$ cat src/rtl/lpfmf_pkg.sv
// lpfmf_pkg: shared constants and types for the length-prefixed frame mac filter
// used by lpfmf_parser, lpfmf_fifo and length_prefixed_frame_mac_filter
package lpfmf_pkg;

  localparam int unsigned BufferBytes = 1024;
  localparam int unsigned MinKept     = 12;
  localparam int unsigned AddrBytes   = 6;
  localparam int unsigned BurstMax    = AddrBytes + 1;
  localparam int unsigned FifoDepth   = 16;
  localparam int unsigned PtrW        = $clog2(FifoDepth);
  localparam int unsigned CntW        = $clog2(FifoDepth + 1);
  localparam int unsigned PushW       = $clog2(BurstMax + 1);

  localparam logic [47:0] BroadcastAddr = 48'hFFFF_FFFF_FFFF;

  typedef enum logic [2:0] {
    PH_LEN_HI = 3'b001,
    PH_LEN_LO = 3'b010,
    PH_BODY   = 3'b100
  } phase_e;

  typedef struct packed {
    logic       frame_end;
    logic [7:0] frame_byte;
  } entry_t;

  typedef struct packed {
    logic [PushW-1:0]            cnt;
    entry_t [BurstMax-1:0]       ent;
  } push_t;

  typedef struct packed {
    logic [CntW-1:0] count;
    logic            space_ok;
  } fifo_status_t;

endpackage

$ cat src/rtl/length_prefixed_frame_mac_filter.sv
// length_prefixed_frame_mac_filter: top level, input register, config register
// depends on lpfmf_pkg, lpfmf_parser, lpfmf_fifo
//
// usage
// - input channel: in_valid_i / in_stall_o carry rx_byte_i, one stream byte per request;
//   each frame is a 16-bit big-endian length followed by that many body bytes
// - output channel: out_valid_o / out_stall_i carry frame_byte_o and frame_end_o for
//   frames of at least 12 kept bytes whose destination is the station or broadcast
// - config channel: cfg_valid_i / cfg_ready_o write the 48-bit station address
//   from cfg_data_i; ready is always high, write only while the block is idle
// - path: with the queue empty, a passed body byte passes the input register and
//   the queue memory to the output; the seventh body byte follows the six held bytes
// - throughput: one input byte per cycle while the queue has room; a passing frame's
//   seventh body byte releases seven results; the 16-entry queue drains one per cycle
// - the input stalls only when the queue holds more than nine results, so a
//   receiver taking one result per cycle never slows the input
// - out_stall_i holds the head result in place; backpressure reaches the input
//   once the queue fills up
// - reset clears framing state, the queue and the station address (to zero)
module length_prefixed_frame_mac_filter
  import lpfmf_pkg::*;
(
  input  logic        clk_i,
  input  logic        rst_ni,
  input  logic        in_valid_i,
  output logic        in_stall_o,
  input  logic [7:0]  rx_byte_i,
  output logic        out_valid_o,
  input  logic        out_stall_i,
  output logic [7:0]  frame_byte_o,
  output logic        frame_end_o,
  input  logic        cfg_valid_i,
  output logic        cfg_ready_o,
  input  logic [47:0] cfg_data_i
);

  logic         in_valid_q;
  logic [7:0]   in_byte_q;
  logic [47:0]  station_q;
  logic         step;
  push_t        push;
  entry_t       head;
  fifo_status_t status;

  assign step        = in_valid_q && status.space_ok;
  assign in_stall_o  = in_valid_q && !status.space_ok;
  assign cfg_ready_o = 1'b1;

  always_ff @(posedge clk_i or negedge rst_ni) begin
    if (!rst_ni) begin
      in_valid_q <= 1'b0;
      station_q  <= '0;
    end else begin
      if (!in_stall_o) begin
        in_valid_q <= in_valid_i;
      end
      if (cfg_valid_i && cfg_ready_o) begin
        station_q <= cfg_data_i;
      end
    end
  end

  always_ff @(posedge clk_i) begin
    if (in_valid_i && !in_stall_o) begin
      in_byte_q <= rx_byte_i;
    end
  end

  lpfmf_parser u_parser (
    .clk_i     (clk_i),
    .rst_ni    (rst_ni),
    .step_i    (step),
    .byte_i    (in_byte_q),
    .station_i (station_q),
    .push_o    (push)
  );

  lpfmf_fifo u_fifo (
    .clk_i    (clk_i),
    .rst_ni   (rst_ni),
    .push_i   (push),
    .pop_i    (!out_stall_i),
    .head_o   (head),
    .status_o (status)
  );

  assign out_valid_o  = (status.count != '0);
  assign frame_byte_o = head.frame_byte;
  assign frame_end_o  = head.frame_end;

`ifndef ASSERT_OFF
  a_fifo_bound: assert property (@(posedge clk_i) disable iff (!rst_ni)
    status.count <= CntW'(FifoDepth))
    else $error("result queue over capacity");

  a_push_size: assert property (@(posedge clk_i) disable iff (!rst_ni)
    (push.cnt == '0) || (push.cnt == PushW'(1)) || (push.cnt == PushW'(BurstMax)))
    else $error("illegal burst size");

  a_push_needs_step: assert property (@(posedge clk_i) disable iff (!rst_ni)
    (push.cnt != '0) |-> (step && status.space_ok))
    else $error("results pushed without a consumed byte");

  a_no_overflow_next: assert property (@(posedge clk_i) disable iff (!rst_ni)
    (push.cnt != '0) |=> (status.count <= CntW'(FifoDepth)))
    else $error("burst overran the result queue");
`endif

endmodule

$ cat src/rtl/lpfmf_parser.sv
// lpfmf_parser: frame length tracking, header hold and destination filter
// depends on lpfmf_pkg
module lpfmf_parser
  import lpfmf_pkg::*;
(
  input  logic        clk_i,
  input  logic        rst_ni,
  input  logic        step_i,
  input  logic [7:0]  byte_i,
  input  logic [47:0] station_i,
  output push_t       push_o
);

  localparam logic [15:0] BufLen  = 16'(BufferBytes);
  localparam logic [15:0] MinLen  = 16'(MinKept);
  localparam logic [15:0] AddrPos = 16'(AddrBytes);

  phase_e      phase_q, phase_d;
  logic [7:0]  len_hi_q, len_hi_d;
  logic [15:0] flen_q, flen_d;
  logic [15:0] pos_q, pos_d;
  logic        acc_q, acc_d;
  logic [7:0]  hdr_q [AddrBytes];

  logic [15:0] kept;
  logic [16:0] pos_next;
  logic [47:0] held_addr;
  logic        last;
  logic        hdr_we;
  logic        pass;

  assign kept     = (flen_q < BufLen) ? flen_q : BufLen;
  assign pos_next = {1'b0, pos_q} + 17'd1;
  assign last     = (pos_next == {1'b0, kept});
  assign held_addr = {hdr_q[0], hdr_q[1], hdr_q[2], hdr_q[3], hdr_q[4], hdr_q[5]};
  assign pass     = (kept >= MinLen) &&
                    ((held_addr == station_i) || (held_addr == BroadcastAddr));

  always_comb begin
    phase_d  = phase_q;
    len_hi_d = len_hi_q;
    flen_d   = flen_q;
    pos_d    = pos_q;
    acc_d    = acc_q;
    hdr_we   = 1'b0;
    push_o   = '0;
    case (phase_q)
      PH_LEN_LO: begin
        flen_d  = {len_hi_q, byte_i};
        pos_d   = '0;
        acc_d   = 1'b0;
        phase_d = ({len_hi_q, byte_i} == 16'd0) ? PH_LEN_HI : PH_BODY;
      end
      PH_BODY: begin
        if (pos_q < kept) begin
          if (pos_q < AddrPos) begin
            hdr_we = 1'b1;
          end else if (pos_q == AddrPos) begin
            acc_d = pass;
            if (pass) begin
              push_o.cnt = PushW'(BurstMax);
              for (int k = 0; k < AddrBytes; k++) begin
                push_o.ent[k] = '{frame_end: 1'b0, frame_byte: hdr_q[k]};
              end
              push_o.ent[AddrBytes] = '{frame_end: last, frame_byte: byte_i};
            end
          end else if (acc_q) begin
            push_o.cnt    = PushW'(1);
            push_o.ent[0] = '{frame_end: last, frame_byte: byte_i};
          end
        end
        pos_d = pos_next[15:0];
        if (pos_next >= {1'b0, flen_q}) begin
          phase_d = PH_LEN_HI;
          acc_d   = 1'b0;
        end
      end
      default: begin
        len_hi_d = byte_i;
        phase_d  = PH_LEN_LO;
      end
    endcase
    if (!step_i) begin
      push_o.cnt = '0;
    end
  end

  always_ff @(posedge clk_i or negedge rst_ni) begin
    if (!rst_ni) begin
      phase_q  <= PH_LEN_HI;
      len_hi_q <= '0;
      flen_q   <= '0;
      pos_q    <= '0;
      acc_q    <= 1'b0;
    end else if (step_i) begin
      phase_q  <= phase_d;
      len_hi_q <= len_hi_d;
      flen_q   <= flen_d;
      pos_q    <= pos_d;
      acc_q    <= acc_d;
    end
  end

  always_ff @(posedge clk_i) begin
    if (step_i && hdr_we) begin
      hdr_q[pos_q[2:0]] <= byte_i;
    end
  end

endmodule

$ cat src/rtl/lpfmf_fifo.sv
// lpfmf_fifo: result queue taking a burst of up to seven entries per cycle
// depends on lpfmf_pkg
module lpfmf_fifo
  import lpfmf_pkg::*;
(
  input  logic         clk_i,
  input  logic         rst_ni,
  input  push_t        push_i,
  input  logic         pop_i,
  output entry_t       head_o,
  output fifo_status_t status_o
);

  entry_t          mem_q [FifoDepth];
  logic [PtrW-1:0] wr_ptr_q, rd_ptr_q;
  logic [CntW-1:0] count_q, count_d;
  logic            do_pop;

  assign do_pop  = pop_i && (count_q != '0);
  assign count_d = count_q + CntW'(push_i.cnt) - CntW'(do_pop);

  assign head_o            = mem_q[rd_ptr_q];
  assign status_o.count    = count_q;
  assign status_o.space_ok = (count_q <= CntW'(FifoDepth - BurstMax));

  always_ff @(posedge clk_i or negedge rst_ni) begin
    if (!rst_ni) begin
      wr_ptr_q <= '0;
      rd_ptr_q <= '0;
      count_q  <= '0;
    end else begin
      wr_ptr_q <= wr_ptr_q + PtrW'(push_i.cnt);
      rd_ptr_q <= rd_ptr_q + PtrW'(do_pop);
      count_q  <= count_d;
    end
  end

  always_ff @(posedge clk_i) begin
    for (int k = 0; k < BurstMax; k++) begin
      if (PushW'(k) < push_i.cnt) begin
        mem_q[wr_ptr_q + PtrW'(k)] <= push_i.ent[k];
      end
    end
  end

endmodule

$ cat config.mk
export PLATFORM = sky130hd
export DESIGN_NAME = length_prefixed_frame_mac_filter
export DESIGN_NICKNAME = d
export VERILOG_FILES = /design/src/rtl/lpfmf_pkg.sv /design/src/rtl/length_prefixed_frame_mac_filter.sv /design/src/rtl/lpfmf_parser.sv /design/src/rtl/lpfmf_fifo.sv
export SDC_FILE = /design/constraint.sdc
export NUM_CORES = 1
export LEC_CHECK = 0
export BUFFER_PORTS_ARGS = -buffer_cell sky130_fd_sc_hd__buf_2
export CAP_MARGIN = 20
export CORE_AREA = 2 2 258 260
export DETAILED_ROUTE_END_ITERATION = 8
export DIE_AREA = 0 0 260 262
export GPL_TIMING_DRIVEN = 0
export PLACE_DENSITY = 0.51
export SLEW_MARGIN = 25
export SYNTH_ARGS = -nofsm -noshare
export SYNTH_HDL_FRONTEND = slang
export SYNTH_SLANG_ARGS = --single-unit
$ cat constraint.sdc
create_clock -name clk_i -period 4.75 [get_ports clk_i]
set_input_delay 0.475 -clock clk_i [delete_from_list [all_inputs] [get_ports clk_i]]
set_output_delay 0.475 -clock clk_i [all_outputs]
set_load 0.1 [all_outputs]
## After elaboration in Yosys (flattened, before gate mapping)

Memories as Yosys holds them, arrays and structs flattened.
Cells that the tools add are included.

- Input bits: 61
- Output and inout bits: 12
- Logic and storage cells: 106
- Memories: 2
- Bits in registers: 114
- Bits in writable memories: 192

Memory list:

| name | words | bits a word | rd ports | clocked after Yosys merged registers in | write ports | RTL line | source |
|---|---|---|---|---|---|---|---|
| u_fifo.mem_q | 16 | 9 | 1 | 0 | 7 | lpfmf_fifo.sv:14 | `entry_t mem_q [FifoDepth];` |
| u_parser.hdr_q | 6 | 8 | 6 | 0 | 1 | lpfmf_parser.sv:23 | `logic [7:0] hdr_q [AddrBytes];` |

- Bitwise gates (word level): 1
- Reduce and logical (&&, ||, !) cells: 19
- $lt $le $gt $ge: 13
- Multiplexer cells: 39
- Eq/ne operators: 10
- Add/subtract/negate cells: 11

Operator list:

| kind | count |
|---|---|
| 66-bit two-way mux | 4 |
| 54-bit two-way mux | 1 |
| 48-bit equality test | 1 |
| 48-bit equality test (second input constant) | 1 |
| 16-bit one-hot mux with 2 select lines | 1 |
| 1-bit two-way mux | 24 |
| 9-bit two-way mux | 2 |
| 16-bit by 1-bit adder with 17-bit output (second input constant) | 1 |
| 17-bit by 16-bit equality test with 1-bit output | 1 |
| 17-bit by 16-bit greater-or-equal comparator with 1-bit output | 1 |
| 16-bit by 3-bit equality test with 1-bit output (second input constant) | 1 |
| 16-bit by 4-bit greater-or-equal comparator with 1-bit output (second input constant) | 1 |
| 16-bit zero test | 1 |
| 16-bit by 11-bit less-than comparator with 1-bit output (second input constant) | 1 |
| 16-bit less-than comparator | 1 |
| 16-bit by 3-bit less-than comparator with 1-bit output (second input constant) | 1 |
| 16-bit two-way mux | 1 |
| 4-bit by 3-bit adder with 4-bit output (second input constant) | 3 |
| 3-bit two-way mux | 4 |
| 3-bit less-than comparator (first input constant) | 3 |
| 4-bit by 2-bit adder with 4-bit output (second input constant) | 2 |
| 2-bit AND reduction | 4 |
| 1-bit logical AND | 6 |
| 1-bit by 3-bit less-than comparator with 1-bit output (first input constant) | 2 |
| 21 further kinds | 25 |

## Logic depth before layout (Yosys ltp)

- Depth in word-level cells: 13
- Mapped depth: 19
- Gate-level depth less buffers: 17

## Hierarchy

Synthesis repeated with hierarchy kept, for this count alone.

- Cells, all modules: 2590
- Area total of the unflattened synthesis: 24014.3 um2

Modules (own cells, without submodules):

| module | sequential area each (um2) | area each (um2) | cells an instance | times used |
|---|---|---|---|---|
| lpfmf_fifo | 4649.5 | 15854.0 | 1871 | 1 |
| lpfmf_parser | 2543.7 | 5978.2 | 598 | 1 |
| length_prefixed_frame_mac_filter | 1466.4 | 2182.1 | 121 | 1 |

## Worst setup path after synthesis

OpenSTA, ideal clock, no wires.

- Path kind: register -> register
- From: reg u_parser.flen_q[13]
- To: mem u_fifo.mem_q[5][0] in the netlist's numbering, enable pin
- Setup time: 0.409 ns
- Data required time: 4.341 ns
- Cell stages (with the launch flop): 12
- Slack: -0.171 ns
- Period minus slack after synthesis: 4.921 ns
- Path buffers: 1
- Data arrival time: 4.511 ns
- Cell sequence: dfrtp_1 -> nor4_1 -> and2_0 -> clkbuf_1 -> nand2_1 -> ha_1 -> a211oi_1 -> nand2_1 -> o31a_1 -> nor4b_1 -> o21ai_1 -> o311ai_0

RTL lines:

| what | RTL line | source |
|---|---|---|
| start, declared | lpfmf_parser.sv:20 | `logic [15:0] flen_q, flen_d;` |
| start signal, assigned | lpfmf_parser.sv:98 | `flen_q <= flen_d;` |
| end, declared | lpfmf_fifo.sv:14 |  |

==> qor.txt <==
status - complete, but fails checks
failing checks - negative setup slack
Longest Clk Path Bufs - 3
most common cell after layout, fill and taps aside - edfxtp_1
Ports - 73
Pint - 5.374 mW
nets@finish - 2614
setup violators final - 14
initial core utilization - 0.3381
Rel. slew slack - 0.1715
gpl congestion - 1.097
mux cell area share after synthesis - 0.1139
Syn Area/Cell - 9.481 um^2
area leader, netlist - edfxtp_1
Critical Path Max Stage Delay - 0.72 ns
Flop pwr share - 0.434
HP Class - input port to flip-flop
most frequent cells in the layout - edfxtp_1 (200), nand2_1 (186), a21oi_1 (176), o21ai_0 (152), nor2_1 (144)
critical path's slowest cell - nor3_2
worst path buffer plus inverter count - 5
flop-to-flop setup slack - -0.08 ns
YS warnings - 0
Die ar. - 68120 um^2
crit-path leading delay family - buffers and inverters
sw frac - 0.3230
Logic pwr share - 0.228
gr usage total - 0.4223
Fin. Hold Viols - 0
CTS H-tree depth - 2
DRT Wirelength - 145600 um
WS Path Type - flip-flop to flip-flop
RSZ-0062 raised after global routing - true
number of synthesized flops with an enable pin - 200
fraction of final layout cells sized beyond drive strength 1 - 0.2658
core footprint - 65280 um^2
largest family of logic cells by synthesized area - compound AO/OA/AOI/OAI gates
critical path fanouts, max - 11
initial antenna violation count - 10
Critical Path RT - 5.02 ns
TritonRoute pass-1 iters - 9
R2R Path Start - u_fifo.wr_ptr_q[2]
Die X - 260 um
Starting DRT DRC Count - 3554
Pleak - 9.504 nW
post-synthesis simple-gate area fraction - 0.1744
VDD IR max - 0.0004438 V
clk slew on worst S/H paths - 0.06 ns
vias per inst - 6.782
area delta synth->final - 21.09%
cell mode on critical path - clkbuf_1
worst slack, placed - -2.045 ns
Cell Rows - 94
CTS Buf Count - 36
CTS root buffer - clkbuf_16
Worst-Skew Late Latency - 0.56 ns
Period minus WS final - 4.826 ns
Port Buffers - 70
Synth Area in XOR/XNOR - 0.03413
Max-Cap Viols - 0
Top FF cell, synth - edfxtp_1
DP HPWL - 109400 um
Slew @ Worst Pin - 1.240 ns
Critical path origin - u_fifo.wr_ptr_q[2]
CP startpoint kind - flip-flop
adder-cell share of the synthesized area - 0.03072
final setup margin - -0.07636 ns
largest net degree at the start of global routing - 75
Gate Count Post-Synth - 2328
P_sw - 2.564 mW
critical path, cell by cell - clkbuf_1 > inv_1 > clkbuf_1 > ha_1 > clkbuf_1 > nand2_1 > nor3_2 > nor4_4 > buf_4 > a21oi_1 > a21oi_1
vias post-DR - 23010
Hold EP - in_byte_q[0]
Cell Pwr Density - 297.0 nW/um^2
number of routed nets with antenna violations - 0
Compound-Gate Fraction of Synth Area - 0.2075
Worst Hold Depth - 1
wire per inst - 42.93 um
post-synthesis sequential area ratio - 0.3923
Critical Path AT - 5.10 ns
#FFs+latches synth - 306
top cells by area, synth - edfxtp_1 (27%), dfrtp_1 (12%), mux4_2 (4.6%)
FF-to-FF End - u_fifo.mem_q[5][1]
hold path startpoint - rx_byte_i[0]
Synth top area share - 0.2721
async set or reset register ratio after synthesis - 0.3464
first-pass GRT wire length - 193100 um
Worst Clk Skew - 0.02560 ns
filler cell count - 6484
chip height - 262 um
FMAX - 0.2072 GHz
TritonCTS clock tree - yes
Max Slew Vio Count - 0
final core occ - 0.4095
Netlist cell types - 82
R2R depth - 11
# DRC - 0
Final Cycle Share - 1.016
clock share of power - 0.339
Worst setup EP type - flip-flop
GR Overflow Total - 0
vias in the first global route - 21730
Post-Syn Area - 22070 um^2
Clock Sinks - 306
-- routing by layer --
layer,part of all wire,vias to the layer above,GRT usage
met5,0.00019,-,0
met4,0.080,4,0.2615
met3,0.11,495,0.1228
met2,0.42,1665,0.6319
met1,0.39,11560,0.5373
li1,-,9283,-
-- worst max-delay path by stage --
stage	slack [ns]	cells after the start	endpoint
after floorplan	-0.17	11	u_fifo.mem_q[5][0]
after global placement	-4.12	11	u_fifo.mem_q[5][4]
after detailed placement	-2.04	15	u_fifo.mem_q[7][4]
after CTS	0.003	15	u_fifo.mem_q[10][2]
after global routing	-0.07	19	u_fifo.count_q[4]
final	-0.08	11	u_fifo.mem_q[5][1]
-- registers in the layout, summed over array words and instances, names as in the netlist, 5 cells and up --
name               flops
in_byte_q              8
u_fifo.count_q         5
u_parser.flen_q       16
u_parser.len_hi_q      8
u_fifo.mem_q         144
station_q             48
u_parser.pos_q        16
u_parser.hdr_q        48
-- worst register-to-register path, delay by kind of cell, from the launching register on --
| kind | cells | cell delay [ns] |
|---|---|---|
| adders and majority gates | 1 | 0.60 |
| AOI/OAI and AO/OA | 2 | 0.57 |
| DFF | 1 | 0.40 |
| and+or+nand+nor | 3 | 1.28 |
| buffers and inverters | 5 | 1.67 |
-- cell families (layout without fill, tap and decap cells) --
family,Yosys count,in the layout
muxes,184,184
and+or+nand+nor,749,749
xor gates and xnor gates,86,86
adders and majority gates,53,53
other,1,10
buffers and inverters,241,431
DFF,306,306
AOI/OAI and AO/OA,708,709
-- Yosys cell counts, drive strengths merged (15+ instances only) --
cell type / n
inv: 47
mux2i: 51
a221oi: 22
o211ai: 16
nor2: 164
a22oi: 44
a211oi: 31
nand2: 218
buf: 64
mux2: 88
a21oi: 200
xnor2: 20
a221o: 37
nand3: 60
nand2b: 15
o21ai: 175
nor4: 51
dfrtp: 105
and3: 35
edfxtp: 200
clkbuf: 129
xor2: 66
nand4: 39
ha: 51
nor3: 78
o221ai: 22
and2: 47
o22ai: 60
mux4: 45
-- repair_timing --
item,4_1_cts,5_1_grt
setup buffers,35,32
endpoints found under the setup margin,313,271
hold buffers,1,0
endpoints found under the hold margin,32,0
gates cloned,0,1
resized for setup,177,163
pin swaps,26,25
-- layout make-up --
class / count / area [um^2] / area share
Inverter: 48 / 181.4 / 0.006788
Sequential cell: 306 / 8660 / 0.3240
Timing Repair Buffer: 152 / 1104 / 0.04129
Multi-Input combinational cell: 1787 / 13600 / 0.5090
Buffer: 169 / 965.9 / 0.03614
Tap cell: 864 / 1081 / 0.04045
Clock inverter: 12 / 126.4 / 0.004728
Antenna cell: 4 / 10.01 / 0.0003745
Clock buffer: 50 / 994.7 / 0.03722
-- power groups by stage --
stage          sequential, mW  clock, mW  combinational (mW)
3_3_place_gp             3.45          0                1.64
4_1_cts                  3.42       2.73                1.81
6_report                 3.44       2.69                1.81
5_1_grt                  3.46       2.82                1.98
3_5_place_dp             3.46          0                1.70
2_1_floorplan            3.30          0                1.21
-- through the flow --
stage                     TNS (ns)  total power [mW]  instances  area (um^2)  hold WS (ns)
after global placement     -671.10             5.087       3267        23530        0.4818
after detailed placement   -377.04             5.155       3281        23860        0.4105
after floorplan             -4.609             4.511       2333        22100        0.1794
after global routing       -0.2826             8.259       3388        26720       0.07613
after CTS                        0             7.958       3359        25890       0.06207
final                      -0.4920             7.938       3392        26730       0.08241
Note: power is estimated with default switching activity, not from simulation.
